[src/hdl/arb_pkg.sv]
// Package for the audio ring buffer device: buffer geometry, item kinds,
// register indexes and the decoded command that passes from front to back.
// No dependencies.
package arb_pkg;

	localparam int BUF_BYTES = 65536;
	localparam int BUF_AW    = $clog2(BUF_BYTES);

	localparam logic [1:0] KIND_READ  = 2'd0;
	localparam logic [1:0] KIND_WRITE = 2'd1;
	localparam logic [1:0] KIND_BUFWR = 2'd2;
	localparam logic [1:0] KIND_PULL  = 2'd3;

	localparam logic [2:0] RIDX_RATE     = 3'd0;
	localparam logic [2:0] RIDX_CHANNELS = 3'd1;
	localparam logic [2:0] RIDX_SAMPLES  = 3'd2;
	localparam logic [2:0] RIDX_BUFSIZE  = 3'd3;
	localparam logic [2:0] RIDX_INIT     = 3'd4;
	localparam logic [2:0] RIDX_COUNT    = 3'd5;

	localparam int QDEPTH = 2;
	localparam int QAW    = $clog2(QDEPTH);

	typedef enum logic [2:0] {
		OP_NOP   = 3'd0,
		OP_RD    = 3'd1,
		OP_WR    = 3'd2,
		OP_BUFWR = 3'd3,
		OP_PULL  = 3'd4
	} op_t;

	typedef struct packed {
		op_t               op;
		logic [2:0]        idx;
		logic [31:0]       data;
		logic [BUF_AW-1:0] addr;
		logic [7:0]        sbyte;
	} cmd_t;

endpackage

[src/hdl/arb_front.sv]
// Front end: accepts items, classifies them into commands and queues them.
// Depends on arb_pkg.
module arb_front (
	input  logic          clk,
	input  logic          arst_n,
	input  logic          start,
	output logic          busy,
	input  logic [1:0]    kind,
	input  logic [2:0]    reg_index,
	input  logic [31:0]   write_data,
	input  logic [15:0]   buffer_addr,
	input  logic [7:0]    buffer_byte,
	output arb_pkg::cmd_t cmd,
	output logic          cmd_valid,
	input  logic          pop
);
	import arb_pkg::*;

	cmd_t            entry_q [QDEPTH];
	logic [QAW-1:0]  wr_ptr_q;
	logic [QAW-1:0]  rd_ptr_q;
	logic [QAW:0]    cnt_q;
	cmd_t            dec;
	logic [31:0]     addr_ext;
	logic            push;
	logic            do_pop;

	assign addr_ext = 32'(buffer_addr);

	always_comb begin
		dec       = '0;
		dec.op    = OP_NOP;
		dec.idx   = reg_index;
		dec.data  = write_data;
		dec.addr  = addr_ext[BUF_AW-1:0];
		dec.sbyte = buffer_byte;
		case (kind)
			KIND_READ: dec.op = OP_RD;
			KIND_WRITE: begin
				if (reg_index inside {[RIDX_RATE:RIDX_COUNT]}) begin
					dec.op = OP_WR;
				end
			end
			KIND_BUFWR: begin
				if (addr_ext < 32'(BUF_BYTES)) begin
					dec.op = OP_BUFWR;
				end
			end
			KIND_PULL: dec.op = OP_PULL;
			default: dec.op = OP_NOP;
		endcase
	end

	assign busy      = (cnt_q == (QAW+1)'(QDEPTH));
	assign push      = start && !busy;
	assign cmd_valid = (cnt_q != '0);
	assign do_pop    = pop && cmd_valid;
	assign cmd       = entry_q[rd_ptr_q];

	always_ff @(posedge clk) begin
		if (push) begin
			entry_q[wr_ptr_q] <= dec;
		end
	end

	always_ff @(posedge clk or negedge arst_n) begin
		if (!arst_n) begin
			wr_ptr_q <= '0;
			rd_ptr_q <= '0;
			cnt_q    <= '0;
		end else begin
			if (push) begin
				wr_ptr_q <= wr_ptr_q + 1'b1;
			end
			if (do_pop) begin
				rd_ptr_q <= rd_ptr_q + 1'b1;
			end
			case ({push, do_pop})
				2'b10: cnt_q <= cnt_q + 1'b1;
				2'b01: cnt_q <= cnt_q - 1'b1;
				default: cnt_q <= cnt_q;
			endcase
		end
	end

endmodule

[config.mk]
export PLATFORM = sky130hd
export DESIGN_NAME = arb_front
export DESIGN_NICKNAME = d
export VERILOG_FILES = /design/src/hdl/arb_pkg.sv /design/src/hdl/arb_front.sv
export SDC_FILE = /design/constraint.sdc
export NUM_CORES = 1
export LEC_CHECK = 0
export BUFFER_PORTS_ARGS = -buffer_cell sky130_fd_sc_hd__buf_2
export CAP_MARGIN = 5
export CORE_MARGIN = 3
export CORE_UTILIZATION = 30
export DETAILED_ROUTE_END_ITERATION = 8
export SLEW_MARGIN = 20
export SYNTH_ARGS = -nofsm -noshare
export SYNTH_HDL_FRONTEND = slang
export SYNTH_SLANG_ARGS = --single-unit
[constraint.sdc]
create_clock -name clk -period 3.85 [get_ports clk]
set_clock_uncertainty 0.1 [all_clocks]
set_input_delay 0.77 -clock clk [delete_from_list [all_inputs] [get_ports clk]]
set_output_delay 0.77 -clock clk [all_outputs]
set_load 0.05 [all_outputs]
==> results.sh, run 1 <==
export IMPL_outcome="finished, final reports clean"
export IMPL_syn_inst=216
export IMPL_rsz0062_at_grt="false"
export IMPL_synth_edf_count=124
export IMPL_hold_path_class="in2async"
export IMPL_synthToLayoutAreaGrowth_pct=29.13
export IMPL_cts_resized_gates=0
export IMPL_fin_tns_setup_ns=0
export IMPL_numPortBuffers=128
export IMPL_worstMarginPinSlew_ns=0.9079
export IMPL_crit_start="rd_ptr_q"
export IMPL_clock_sinks=128
export IMPL_io_pin_count=129
export IMPL_cp_required_ns=2.98
export IMPL_vias_per_cell=4.066
export IMPL_arrival_ns=2.11
export IMPL_start_kind="register"
export IMPL_finalHoldViolCount=0
export IMPL_coreArea_sq_um=16000
export IMPL_ys_seq_area_share_pct=77.27
export IMPL_crit_path_max_incr_delay_ns=0.79
export IMPL_ys_flop_type="edfxtp_1"
export IMPL_setup_viol=0
export IMPL_dieWidth_um=134.4
export IMPL_yosysTopAreaCellShare_pct=75.25
export IMPL_synth_seq_cells=128
export IMPL_crit_buf_inv=2
export IMPL_async_flop_share_pct=3.125
export IMPL_leakage_nw=2.560
export IMPL_ys_types=17
export IMPL_fp_dieArea_sq_um=18070
export IMPL_drc=0
export IMPL_drtIter0Drc=129
export IMPL_grtUsageTotal_pct=10.03
export IMPL_antenna_found_initial=0
export IMPL_numCtsBuffers=17
export IMPL_post_cts_buffers=0
export IMPL_grt_pass1_wl_mm=13.49
export IMPL_reg2reg_depth=4
export IMPL_rows=46
export IMPL_drive_gt1_share_pct=58.98
export IMPL_finalCriticalPeriod_ns=2.983
export IMPL_synth_largest_area_cell="edfxtp_1"
export IMPL_syn_nets=282
export IMPL_wl_per_cell_um=14.80
export IMPL_critPathCaptureType="output pin"
export IMPL_syn_area_sq_um=4948
export IMPL_clock_latency_ns=0.40
export IMPL_grt_max_degree=63
export IMPL_dp_hpwl_mm=5.688
export IMPL_max_slew_margin_pct=39.33
export IMPL_yosys_warnings=0
export IMPL_cellPowerDensity_nw_per_um2=929.4
export IMPL_fmax_mhz=335.3
export IMPL_antenna_left=0
export IMPL_cts_tree="built"
export IMPL_grt_overflow=0
export IMPL_fin_nets=426
export IMPL_h_tree_depth=4
export IMPL_crit_slowest_cell="dfrtp_4"
export IMPL_finalMaxSlewViolations=0
export IMPL_total_power_mw=5.939
export IMPL_path_max_fanout=29
export IMPL_drt_pass1_iter_count=4
export IMPL_die_y_um=134.4
export IMPL_cts_max_path_buffers=2
export IMPL_synth_area_leaders="edfxtp_1 75%, mux2_4 18%, dfrtp_1 2.0%"
export IMPL_initial_utilization_pct=30.93
export IMPL_ir_drop_mv=0.4139
export IMPL_r2r_start="cnt_q[0]"
export IMPL_avgSynthCellArea_sq_um=22.91
export IMPL_cpLargestDelayFamily="flip-flops"
export IMPL_vias=2395
export IMPL_cts_clk_slew_worst_paths_ns=0.05
export IMPL_grt_pass1_vias=2609
export IMPL_gp_congestion=0.6769
export IMPL_r2r_end="entry_q[0][41]"
export IMPL_crit_chain="buf_4 > mux2_4 > buf_2"
export IMPL_cap_violations=0
export IMPL_fin_crit_sh_pct=77.47
export IMPL_final_core_util_pct=39.94
export IMPL_drt_total_wl_mm=8.717
export IMPL_ff2ff_setup_slack_ns=1.68
export IMPL_nFillCells=1536
export IMPL_diodes=0
export IMPL_crit_type="reg2out"
export IMPL_root_buffer="clkbuf_16"
export IMPL_cts_hold_buf=0
## state kept, by name, summed over array words and instances, names as in the netlist
| register | flops |
|---|---|
| entry_q | 124 |
| cnt_q | 2 |
| rd_ptr_q | 1 |
| wr_ptr_q | 1 |
## worst max-delay path by stage
stage | to | slack (ns) | cells past startpoint
finish | cmd[34] | 0.87 | 3
global placement | cmd[27] | 1.28 | 3
detailed placement | cmd[34] | 1.25 | 3
floorplan | entry_q[0][0] | 0.85 | 2
global route | cmd[31] | 0.76 | 3
CTS | cmd[34] | 0.80 | 3
## metrics by stage
stage	area [sq um]	hold WS (ns)	std cells	setup WS, ns
finish	6390	0.05894	589	0.8674
global route	6390	0.02789	589	0.7564
CTS	6390	0.03051	589	0.7978
detailed placement	5852	0.4029	557	1.252
global placement	5852	0.3792	557	1.280
floorplan	4951	0.3564	216	0.8464
## routing by layer
layer	share of wire (%)	track usage, %	wire length, um	vias up
met5	0	0	0	-
met4	1.8	4.751	156	0
met3	7.4	4.764	645	12
met2	51	16.28	4417	85
met1	40	11.14	3497	1166
li1	-	-	-	1132
## power breakdown
| part | internal, mW | switching [mW] | leakage (nW) |
|---|---|---|---|
| sequential | 1.92 | 0.170 | 1.20 |
| clock | 0.937 | 0.528 | 0.263 |
| combinational | 0.791 | 1.60 | 1.10 |
| total | 3.64 | 2.30 | 2.56 |
## Yosys cell counts (2+ instances only)
master,count
nand2_1,3
mux2_4,59
xor2_1,2
inv_1,2
nor2_1,2
buf_6,7
xnor2_1,3
dfrtp_1,4
mux2_2,3
edfxtp_1,124
## worst register-to-register path, stage by stage (launching register included)
cell,delay [ns]
dfrtp_1,0.40
nand2b_1,0.17
nand2_1,0.14
nor2_4,0.72
buf_4,0.34
## final cells by class
class	count	area, sq um	area share (%)
Clock inverter	10	93.84	1.469
Timing Repair Buffer	132	695.7	10.89
Multi-Input combinational cell	79	1051	16.45
Inverter	2	7.507	0.1175
Tap cell	216	270.3	4.229
Sequential cell	128	3827	59.90
Clock buffer	22	444.2	6.951
## cell families after synthesis
family	after synthesis	synth area share, %
mux	63	18.79
flops	128	77.27
xor+xnor	5	0.8851
simple gates	10	1.062
buf+inv	9	1.745
fa+ha+maj	1	0.2528
## cell usage in the layout, fill, tap and decap left out
cell type,count
mux2_2,3
clkbuf_1,5
or2_1,1
nor2_4,1
edfxtp_1,124
xor2_1,2
nor2_1,1
ha_1,1
buf_4,2
buf_12,2
nand2_1,3
mux2_4,59
nand2b_1,1
and3_4,1
dfrtp_1,3
and2_1,1
xnor2_1,3
inv_1,2
buf_2,128
mux2i_1,1
clkbuf_16,17
clkinv_2,3
dfrtp_4,1
clkinv_1,5
bufinv_16,2
and2_4,1
(Power assumes the default switching activity.)
==> run 2: changes to the inputs <==
==> constraint.sdc (replaced) <==
create_clock -name clk -period 2.9 [get_ports clk]
set_clock_uncertainty 0.1 [all_clocks]
set_input_delay 0.58 -clock clk [delete_from_list [all_inputs] [get_ports clk]]
set_output_delay 0.58 -clock clk [all_outputs]
set_load 0.05 [all_outputs]
==> results.sh, run 2 (synthesis results as in run 1) <==
export IMPL_cap_violations=0
export IMPL_dp_hpwl_mm=6.007
export IMPL_crit_path_max_incr_delay_ns=0.69
export IMPL_grt_overflow=0
export IMPL_reg_top3="entry_q: 124 flops, cnt_q: 2 flops"
export IMPL_diodes=0
export IMPL_cts_max_path_buffers=2
export IMPL_drive_gt1_share_pct=60.53
export IMPL_vias=2443
export IMPL_top_register="entry_q"
export IMPL_h_tree_depth=4
export IMPL_crit_type="reg2out"
export IMPL_root_buffer="clkbuf_16"
export IMPL_cts_resized_gates=0
export IMPL_crit_chain="buf_12 > mux2_4 > buf_2"
export IMPL_fin_nets=428
export IMPL_finalCriticalPeriod_ns=2.627
export IMPL_drtIter0Drc=93
export IMPL_cellPowerDensity_nw_per_um2=1239
export IMPL_fin_tns_setup_ns=0
export IMPL_fmax_mhz=380.7
export IMPL_worstMarginPinSlew_ns=0.4893
export IMPL_cts_clk_slew_worst_paths_ns=0.05
export IMPL_leakage_nw=2.582
export IMPL_rsz0062_at_grt="false"
export IMPL_numCtsBuffers=17
export IMPL_fin_hold_ws_ns=0.2588
export IMPL_grtUsageTotal_pct=10.63
export IMPL_coreArea_sq_um=16000
export IMPL_start_kind="register"
export IMPL_drc=0
export IMPL_grt_pass1_wl_mm=14.31
export IMPL_numPortBuffers=128
export IMPL_outcome="finished, final reports clean"
export IMPL_drt_pass1_iter_count=4
export IMPL_arrival_ns=1.95
export IMPL_rows=46
export IMPL_largest_reg_flops=124
export IMPL_final_cell_mix="128 x buf_2, 124 x edfxtp_1, 59 x mux2_4"
export IMPL_setup_viol=0
export IMPL_gp_congestion=0.6366
export IMPL_hold_path_class="in2reg"
export IMPL_crit_slowest_cell="dfrtp_4"
export IMPL_ff2ff_setup_slack_ns=1.09
export IMPL_path_max_fanout=26
export IMPL_grt_pass1_vias=2651
export IMPL_fin_crit_sh_pct=90.58
export IMPL_final_core_util_pct=40.23
export IMPL_nFillCells=1505
export IMPL_cp_required_ns=2.22
export IMPL_ir_drop_mv=0.4376
export IMPL_cpLargestDelayFamily="flip-flops"
export IMPL_wl_per_cell_um=15.54
export IMPL_finalHoldViolCount=0
export IMPL_drt_total_wl_mm=9.184
export IMPL_cts_hold_buf=1
export IMPL_antenna_found_initial=0
export IMPL_clock_latency_ns=0.40
export IMPL_dieWidth_um=134.4
export IMPL_grt_max_degree=33
export IMPL_cts_tree="built"
export IMPL_antenna_left=0
export IMPL_crit_buf_inv=2
export IMPL_initial_utilization_pct=30.93
export IMPL_clock_sinks=128
export IMPL_die_y_um=134.4
export IMPL_max_slew_margin_pct=67.38
export IMPL_final_common_cell="buf_2"
export IMPL_vias_per_cell=4.134
export IMPL_post_cts_buffers=0
export IMPL_synthToLayoutAreaGrowth_pct=30.06
export IMPL_critPathCaptureType="output pin"
export IMPL_fp_dieArea_sq_um=18070
export IMPL_io_pin_count=129
export IMPL_finalMaxSlewViolations=0
run 2: final timing paths:
check                                from  depth (start not counted)             end
max reg2reg                      cnt_q[0]                          3  entry_q[1][29]
min in group asynchronous          arst_n                          2        cnt_q[0]
min                        write_data[25]                          1  entry_q[1][49]
min reg2reg                      cnt_q[1]                          1        cnt_q[1]
max                              rd_ptr_q                          3         cmd[52]
max in group asynchronous          arst_n                          2        rd_ptr_q
run 2: layer usage:
metal / vias to the layer above / track usage, % / share of wire [%]
met5: - / 0 / 0
met4: 0 / 4.468 / 1.4
met3: 11 / 4.614 / 6.7
met2: 80 / 18.02 / 53
met1: 1209 / 11.70 / 39
li1: 1143 / - / -
run 2: report_power, final:
| group | switching [mW] | internal, mW | leakage (nW) |
|---|---|---|---|
| Sequential | 0.193 | 2.54 | 1.20 |
| Clock | 0.733 | 1.25 | 0.271 |
| Combinational | 2.19 | 1.07 | 1.11 |
run 2: metrics by stage:
step,cell area [sq um],std cells,setup WS (ns),power (mW)
after CTS,6436,591,0.2149,8.114
after global placement,5872,558,0.6821,6.052
after detailed placement,5872,558,0.6761,6.089
after floorplan,4951,216,0.08638,5.441
final,6436,591,0.2732,7.971
after global routing,6436,591,0.1751,8.319
run 2: area by class of cell:
type | count | area, sq um | share of cell area (%)
Clock inverter | 13 | 121.4 | 1.886
Timing Repair Buffer | 134 | 725.7 | 11.28
Sequential cell | 128 | 3827 | 59.47
Tap cell | 216 | 270.3 | 4.199
Multi-Input combinational cell | 79 | 1051 | 16.33
Inverter | 2 | 7.507 | 0.1166
Clock buffer | 19 | 432.9 | 6.726
==> run 3: changes to the inputs <==
--- a/config.mk
+++ b/config.mk
@@ -10,6 +10,7 @@
 export CORE_MARGIN = 3
 export CORE_UTILIZATION = 30
 export DETAILED_ROUTE_END_ITERATION = 8
+export GPL_TIMING_DRIVEN = 0
 export SLEW_MARGIN = 20
 export SYNTH_ARGS = -nofsm -noshare
 export SYNTH_HDL_FRONTEND = slang
==> results.sh, run 3 (synthesis results as in run 1) <==
export IMPL_clock_latency_ns=0.40
export IMPL_ir_drop_mv=0.4621
export IMPL_drive_gt1_share_pct=59.47
export IMPL_diodes=0
export IMPL_arrival_ns=1.66
export IMPL_numCtsBuffers=17
export IMPL_reg_top3="entry_q: 124 flops, cnt_q: 2 flops"
export IMPL_crit_cells=4
export IMPL_finalCriticalPeriod_ns=2.344
export IMPL_dp_hpwl_mm=6.268
export IMPL_cellPowerDensity_nw_per_um2=1236
export IMPL_post_cts_buffers=0
export IMPL_max_slew_margin_pct=63.36
export IMPL_min_delay_start="buffer_addr[3]"
export IMPL_cp_required_ns=2.22
export IMPL_setup_viol=0
export IMPL_multi_input_area_sq_um=1051
export IMPL_total_power_mw=8.072
export IMPL_leakage_nw=2.622
export IMPL_cts_resized_gates=0
export IMPL_gp_congestion=0.6347
export IMPL_cts_hold_buf=1
export IMPL_crit_type="reg2out"
export IMPL_largest_reg_flops=124
export IMPL_grt_overflow=0
export IMPL_h_tree_depth=4
export IMPL_outcome="finished, final reports clean"
export IMPL_regArea_sq_um=3824
export IMPL_die_y_um=134.4
export IMPL_initial_utilization_pct=30.93
export IMPL_cpLargestDelayFamily="buffers and inverters"
export IMPL_setup_slack_ns=0.5557
export IMPL_critPathCaptureType="output pin"
export IMPL_cts_clk_slew_worst_paths_ns=0.05
export IMPL_start_kind="register"
export IMPL_finalHoldViolCount=0
export IMPL_hold_path_class="in2reg"
export IMPL_crit_path_max_incr_delay_ns=0.33
export IMPL_root_buffer="clkbuf_16"
export IMPL_fin_crit_sh_pct=80.84
export IMPL_vias_per_cell=4.097
export IMPL_fmax_mhz=426.6
export IMPL_cts_max_path_buffers=2
export IMPL_path_max_fanout=10
export IMPL_fin_tns_setup_ns=0
export IMPL_drt_pass1_iter_count=4
export IMPL_r2r_end="entry_q[0][23]"
export IMPL_antenna_left=0
export IMPL_io_pin_count=129
export IMPL_drc=0
export IMPL_drtIter0Drc=71
export IMPL_rsz0062_at_grt="false"
export IMPL_final_cell_mix="128 x buf_2, 124 x edfxtp_1, 59 x mux2_4"
export IMPL_fin_nets=434
export IMPL_finalMaxSlewViolations=0
export IMPL_nFillCells=1516
export IMPL_antenna_found_initial=0
export IMPL_pre_cts_ws_ns=0.9561
export IMPL_numPortBuffers=128
export IMPL_grt_pass1_vias=2696
export IMPL_rows=46
export IMPL_grtUsageTotal_pct=10.69
export IMPL_ff2ff_setup_slack_ns=1.07
export IMPL_coreArea_sq_um=16000
export IMPL_grt_max_degree=50
export IMPL_top_register="entry_q"
export IMPL_fp_dieArea_sq_um=18070
export IMPL_drt_total_wl_mm=9.164
export IMPL_final_core_util_pct=40.80
export IMPL_worstMarginPinSlew_ns=0.5483
export IMPL_crit_slowest_cell="dfrtp_1"
export IMPL_synthToLayoutAreaGrowth_pct=31.93
export IMPL_r2r_start="cnt_q[0]"
export IMPL_wl_per_cell_um=15.38
export IMPL_cap_violations=0
export IMPL_reg2reg_depth=4
export IMPL_grt_pass1_wl_mm=14.33
export IMPL_fin_hold_ws_ns=0.2576
export IMPL_crit_top_cell="buf_6"
export IMPL_final_common_cell="buf_2"
export IMPL_clock_sinks=128
export IMPL_dieWidth_um=134.4
export IMPL_crit_buf_inv=3
export IMPL_vias=2442
export IMPL_cts_tree="built"
export IMPL_crit_chain="buf_6 > buf_6 > mux2_4 > buf_2"
export IMPL_hold_end="entry_q[0][11]"
export IMPL_holdPathStages=1
run 3: cell count changes in the layout (fill, tap and decap cells not counted), sizes merged:
cell / before / now
clkinvlp: 2 / 1
buf: 133 / 139
clkbuf: 19 / 22
clkinv: 9 / 6
run 3: routing by layer:
metal	GRT usage, %	vias up	share of wire (%)
li1	-	1152	-
met1	11.93	1194	41
met2	17.63	82	51
met3	4.726	14	6.3
met4	4.921	0	1.5
met5	0	-	0
run 3: worst max-delay path by stage:
stage / startpoint / end
final: rd_ptr_q / cmd[30]
after global routing: rd_ptr_q / cmd[30]
after CTS: rd_ptr_q / cmd[30]
after detailed placement: start / entry_q[0][47]
after global placement: start / entry_q[0][0]
after floorplan: start / entry_q[0][0]
run 3: worst register-to-register path, cell delays in order, from the launching register on:
cell,delay [ns]
dfrtp_1,0.40
nand2b_1,0.16
nand2_1,0.15
nor2_4,0.46
buf_16,0.24
run 3: layout make-up:
cell class / instances / area share (%)
Inverter: 2 / 0.1150
Tap cell: 216 / 4.140
Clock buffer: 22 / 6.803
Timing Repair Buffer: 133 / 11.65
Buffer: 7 / 1.207
Multi-Input combinational cell: 79 / 16.10
Clock inverter: 9 / 1.418
Sequential cell: 128 / 58.57
run 3: metrics by stage:
| stage | instance area [sq um] | cells |
|---|---|---|
| 5_1_grt | 6529 | 596 |
| 4_1_cts | 6529 | 596 |
| 6_report | 6529 | 596 |
| 3_3_place_gp | 5862 | 560 |
| 2_1_floorplan | 4951 | 216 |
| 3_5_place_dp | 5982 | 564 |
run 3: power by group:
group | internal [mW] | switching, mW | total, mW
Sequential | 2.53 | 0.111 | 2.64
Combinational | 1.18 | 2.29 | 3.48
Clock | 1.24 | 0.708 | 1.95
